## src/rtl/core/aop_div.sv

```systemverilog
module aop_div (
    input  logic               i_clk,
    input  logic               i_rst_n,
    input  logic               i_start,
    input  logic signed [63:0] i_num,
    input  logic signed [39:0] i_den,
    output logic               o_done,
    output logic [31:0]        o_quo
);

    logic [63:0] r_n;
    logic [39:0] r_d;
    logic [40:0] r_rem;
    logic [6:0]  r_cnt;
    logic        r_busy;
    logic        r_neg;
    logic        r_done;

    logic [40:0] rem_sh;
    logic        fits;
    logic [63:0] num_mag;
    logic [39:0] den_mag;

    assign num_mag = i_num[63] ? (~i_num + 64'd1) : i_num;
    assign den_mag = i_den[39] ? (~i_den + 40'd1) : i_den;
    assign rem_sh  = {r_rem[39:0], r_n[63]};
    assign fits    = (rem_sh >= {1'b0, r_d});

    always_ff @(posedge i_clk) begin
        if (!i_rst_n) begin
            r_busy <= 1'b0;
            r_done <= 1'b0;
            r_cnt  <= '0;
        end else begin
            r_done <= 1'b0;
            if (i_start) begin
                r_busy <= 1'b1;
                r_cnt  <= '0;
            end else if (r_busy) begin
                r_cnt <= r_cnt + 7'd1;
                if (r_cnt == 7'd63) begin
                    r_busy <= 1'b0;
                    r_done <= 1'b1;
                end
            end
        end
    end

    always_ff @(posedge i_clk) begin
        if (i_start) begin
            r_n   <= num_mag;
            r_d   <= den_mag;
            r_rem <= '0;
            r_neg <= i_num[63] ^ i_den[39];
        end else if (r_busy) begin
            r_rem <= fits ? (rem_sh - {1'b0, r_d}) : rem_sh;
            r_n   <= {r_n[62:0], fits};
        end
    end

    assign o_done = r_done;
    assign o_quo  = r_neg ? (~r_n[31:0] + 32'd1) : r_n[31:0];

endmodule

```

## config.mk

```make
export PLATFORM = sky130hd
export DESIGN_NAME = aop_div
export DESIGN_NICKNAME = d
export VERILOG_FILES = /design/src/rtl/core/aop_div.sv
export SDC_FILE = /design/constraint.sdc
export NUM_CORES = 1
export LEC_CHECK = 0
export BUFFER_PORTS_ARGS = -buffer_cell sky130_fd_sc_hd__buf_2
export CORE_UTILIZATION = 50
export CTS_CLUSTER_DIAMETER = 100
export DETAILED_ROUTE_END_ITERATION = 12
export PLACE_DENSITY = 0.81
export SETUP_SLACK_MARGIN = 0.02
export SLEW_MARGIN = 20
export SYNTH_ARGS = -nofsm -noshare
export SYNTH_HDL_FRONTEND = slang
export SYNTH_SLANG_ARGS = --single-unit
```

## constraint.sdc

```tcl
create_clock -name i_clk -period 5.2 [get_ports i_clk]
set_clock_uncertainty 0.05 [all_clocks]
set_input_delay 0.26 -clock i_clk [delete_from_list [all_inputs] [get_ports i_clk]]
set_output_delay 0.26 -clock i_clk [all_outputs]
set_load 0.05 [all_outputs]
```

# --- Word level (Yosys, flattened, before mapping) ---
# Index checks and enable logic that the tools add are counted.
word_totals:
  register_bits: 154
  input_bits: 107
  output_inout_bits: 33
  wordCells: 34
classes:
  n_addsub: 5
  n_lt_le_gt_ge: 1
  eq_ne: 1
  mux: 10
  n_bitwise: 6
  reduce_logical: 3
ops:
  columns: ["op", "n"]
  rows:
  - ["2-to-1 mux 64 bit", 3]
  - ["adder 64 x 1 -> 64 bit, second input constant", 1]
  - ["NOT 64 bit", 1]
  - [">= comparator 41 x 40 -> 1 bit", 1]
  - ["adder 40 x 1 -> 40 bit, second input constant", 1]
  - ["2-to-1 mux 40 bit", 1]
  - ["NOT 40 bit", 1]
  - ["subtractor 40 bit", 1]
  - ["2-to-1 mux 39 bit", 1]
  - ["adder 32 x 1 -> 32 bit, second input constant", 1]
  - ["2-to-1 mux 32 bit", 1]
  - ["NOT 32 bit", 1]
  - ["adder 7 x 1 -> 7 bit, second input constant", 1]
  - ["== test 7 x 6 -> 1 bit, second input constant", 1]
  - ["2-to-1 mux 1 bit", 4]
  - ["OR reduction 3 bit", 1]
  - ["NOT 1 bit", 2]
  - ["nonzero test 2 bit", 1]
  - ["OR reduction 2 bit", 1]
  - ["bitwise XOR 1 bit", 1]

# --- Longest topological paths before layout ---
logic_depth:
  ltp_word: 4
  mapped_depth: 14
  ltp_nobuf: 12

# --- Worst setup path before layout ---
# OpenSTA, ideal clock, no wires.
synth_timing:
  path_kind: "input -> register"
  start: "input i_num[30]"
  end: "register r_n[60] (data pin)"
  setup_ns: 0.270
  arrival_ns: 3.415
  required_ns: 4.880
  setup_slack_ns: 1.465
  stages: 9
  n_path_buf: 0
  path_cell_list: "or4_1 -> or4_1 -> nor3_1 -> or4b_2 -> or4_1 -> or3_1 -> o21ai_0 -> xor2_1 -> a21oi_1"
synth_via:
  elab_chain_cells: 4
synth_rtl:
  columns: ["item", "line_no", "rtl"]
  rows:
  - ["start, declared", "5", "input logic signed [63:0] i_num,"]
  - ["NOT 64 bit", "24", "assign num_mag = i_num[63] ? (~i_num + 64'd1) : i_num;"]
  - ["adder 64 x 1 -> 64 bit", "24", null]
  - ["2-to-1 mux 64 bit", "24", null]
  - ["2-to-1 mux 64 bit", "50", "if (i_start) begin"]
  - ["end signal, assigned", "51", "r_n <= num_mag;"]
  - ["end signal, assigned", "57", "r_n <= {r_n[62:0], fits};"]
  - ["end, declared", "11", "logic [63:0] r_n;"]
# Every way passes these cells.
# A chain may end at the register's enable or synchronous reset.

# --- Worst setup path after layout ---
layout_timing:
  start: "register r_d[5]"
  end: "register r_rem[7]"
layout_via:
  elab_chain_cells: 2
  word_cells_on_any_way: 3
  classes_between: "add/sub (1); order compare (1); mux (1)"
layout_rtl:
  columns: ["item", "line_no", "rtl"]
  rows:
  - ["start, declared", "12", "logic [39:0] r_d;"]
  - ["start signal, assigned", "52", "r_d <= den_mag;"]
  - ["subtractor 40 bit / >= comparator 41 x 40 -> 1 bit (equally long branches)", "56, 27", null]
  - ["2-to-1 mux 40 bit *", "56", "r_rem <= fits ? (rem_sh - {1'b0, r_d}) : rem_sh;"]
  - ["end signal, assigned", "56", null]
  - ["end, declared", "13", "logic [40:0] r_rem;"]
# Every way passes the cells marked *; elsewhere a longest branch is shown, timed or not.

==> impl_metrics.env <==
export IMPL_synth_mux_area_frac=0.0191
export IMPL_power_density_nw_per_um2=317
export IMPL_cts_tree="built"
export IMPL_fin_crit_sh=0.758
export IMPL_slowest_delay_ns=0.78
export IMPL_rsz0062_at_grt="no"
export IMPL_slew_headroom=0.306
export IMPL_setup_viol=0
export IMPL_chipWidth_um=151
export IMPL_cp_arrival_ns=4.22
export IMPL_root_buffer="clkbuf_16"
export IMPL_seq_area_frac_synth=0.372
export IMPL_cts_buffers=17
export IMPL_drc=0
export IMPL_placedCellCount=1625
export IMPL_power_mw=3.98
export IMPL_antenna_found_initial=0
export IMPL_hold_viol_final=0
export IMPL_io_pins=140
export IMPL_fin_setup_tns_ns=0
export IMPL_synth_area_um2=11100
export IMPL_die_h_um=151
export IMPL_io_buffers=139
export IMPL_syn_num_nets=1422
export IMPL_fin_util=0.576
export IMPL_hold_class="in2reg"
export IMPL_worstPathMaxFanout=23
export IMPL_synth_edff_count=105
export IMPL_synth_xor_area_frac=0.124
export IMPL_grt_pass1_wl_mm=42.4
export IMPL_ant_nets=0
export IMPL_synthesis_instances=1270
export IMPL_fin_crit_ns=3.94
export IMPL_ys_flop_type="edfxtp_1"
export IMPL_grt_overflow_total=0
export IMPL_first_global_vias=8795
export IMPL_end_kind="flop"
export IMPL_finalMaxSlewViolations=0
export IMPL_ctsHoldBuffers=0
export IMPL_grt_use_total=0.232
export IMPL_syn_area_per_cell_um2=8.74
export IMPL_dp_hpwl_mm=18.7
export IMPL_synth_cell_types=68
export IMPL_antenna_cells=0
export IMPL_grt_max_degree=90
export IMPL_drt_pass1_iter_count=7
export IMPL_critPathKind="reg2reg"
export IMPL_synth_fa_ha_area_frac=0.0514
export IMPL_p_leak_nw=4.90
export IMPL_cts_htree_levels=4
export IMPL_max_cap_violations=0
export IMPL_drive_gt1_frac=0.149
export IMPL_crit_top_cell="a21o_1"
export IMPL_core_um2=21800
export IMPL_max_freq_mhz=254
export IMPL_start_util=0.509
export IMPL_outcome="complete, no violations"
export IMPL_async_flop_share=0
export IMPL_clkLatencyLatePin_ns=0.43
export IMPL_postCtsSetupBuffers=0
export IMPL_drtIter0Drc=743
export IMPL_startpoint_type="flop"
export IMPL_synth_top_family_by_area="compound AO/OA/AOI/OAI gates"
export IMPL_cts_num_sinks=154
export IMPL_synth_compound_area_frac=0.211
export IMPL_worstMarginPinSlew_ns=1.04
export IMPL_critPathSlowestCell="a21o_1"
export IMPL_wire_per_inst_um=15.8
export IMPL_yosysWarningCount=0
export IMPL_ys_ff_latch=154
export IMPL_peakVddDrop_v=0.000226
export IMPL_rows=54
export IMPL_stdcell_count=1657
export IMPL_r2r_slack_ns=1.26
export IMPL_required_ns=5.48
export IMPL_num_vias=9758
export IMPL_holdWs_ns=0.0116
export IMPL_place_congestion=0.931
export IMPL_cts_max_path_buffers=2
export IMPL_design_die_area_um2=22800
export IMPL_vias_per_cell=5.89
export IMPL_areaGrowthSynthToFinish_pct=13.2
export IMPL_path_clk_slew_ns=0.06
export IMPL_wl_mm=26.2
export IMPL_synth_simple_gate_area_share=0.176
export IMPL_cts_resized=0
export IMPL_nNetsFinal=1516
export IMPL_worstPathCellList="inv_1 > ha_1 > a21o_1 > a22o_1 > a41oi_1 > o211ai_1 > o21ai_1 > a21o_1 > a21o_1 > a21oi_1 > a211oi_1"
## cell type report
cell class,count,area [um2]
multi-input cells,980,6460
clock buffers,18,429
inverters,65,244
flip-flops and latches,154,4140
repair buffers,146,754
fillers,1888,9260
clock inverters,14,193
well taps,280,350
## power by group
group	leakage [nW]	switching [mW]	total [mW]	internal (mW)
Clock	0.299	0.519	1.32	0.805
Combinational	3.17	0.731	1.12	0.394
Sequential	1.43	0.0826	1.53	1.45
## critical path: cells and delay by family (launching register included)
| kind | cells | cell delay [ns] |
|---|---|---|
| AOI/OAI and AO/OA | 9 | 2.94 |
| adders and majority gates | 1 | 0.38 |
| DFF | 1 | 0.40 |
| buffers and inverters | 1 | 0.07 |
## cells in the mapped netlist, types with 20 or more instances
master      n  area share
nor2_1    138       0.047
edfxtp_1  105        0.28
xor2_1     73       0.058
a21oi_1   114       0.051
o31ai_1    43       0.029
o21ai_0    78       0.035
a211oi_1   33       0.022
nand2_1    91       0.031
dfxtp_1    49       0.088
xnor2_1    84       0.066
or4_1      23       0.016
ha_1       44       0.050
inv_1      65       0.022
or3_1      26       0.015
mux2i_1    20       0.018
clkbuf_1   66       0.022
## per-stage QoR
stage | setup slack, ns | area, um2
after global routing | 1.12 | 12600
after CTS | 1.30 | 12600
after global placement | 1.13 | 11900
after floorplan | 1.46 | 11100
after detailed placement | 1.07 | 11900
final | 1.26 | 12600
## worst paths after layout
kind                            startpoint        to  depth (start not counted)
worst max-delay path                r_d[5]  r_rem[7]                         11
worst min-delay path              i_den[0]    r_d[0]                          1
worst max register to register      r_d[5]  r_rem[7]                         11
worst min register to register    r_cnt[5]  r_cnt[5]                          2
## cell families after synthesis
family                   count (synthesis)
buffers and inverters                  136
AND/OR/NAND/NOR                        390
AO/OA/AOI/OAI                          367
XOR/XNOR                               157
multiplexers                            21
flip-flops                             154
adder cells (fa/ha/maj)                 45
## flip-flops by register name (all words and copies together), names as in the netlist
| name | flops |
|---|---|
| r_n | 64 |
| r_rem | 40 |
| o_done | 1 |
| r_busy | 1 |
| r_neg | 1 |
| r_d | 40 |
| r_cnt | 7 |
## layer usage
layer,vias up,global-route usage,wire [um]
met1,4565,0.324,12200
met5,-,0,0
met2,315,0.375,12000
met4,0,0.0560,366
met3,31,0.0386,1530
li1,4847,-,-
## placed cells by master (no fill, tap or decap), types with 26 or more instances in the layout
master    count
edfxtp_1    105
nand2_1      90
nor2_1      138
inv_1        65
xnor2_1      84
o31ai_1      43
ha_1         44
or3_1        26
a211oi_1     33
buf_2       138
o21ai_0      78
a21oi_1     113
dfxtp_1      48
xor2_1       73
No activity file was read; power rests on OpenSTA's default activity.
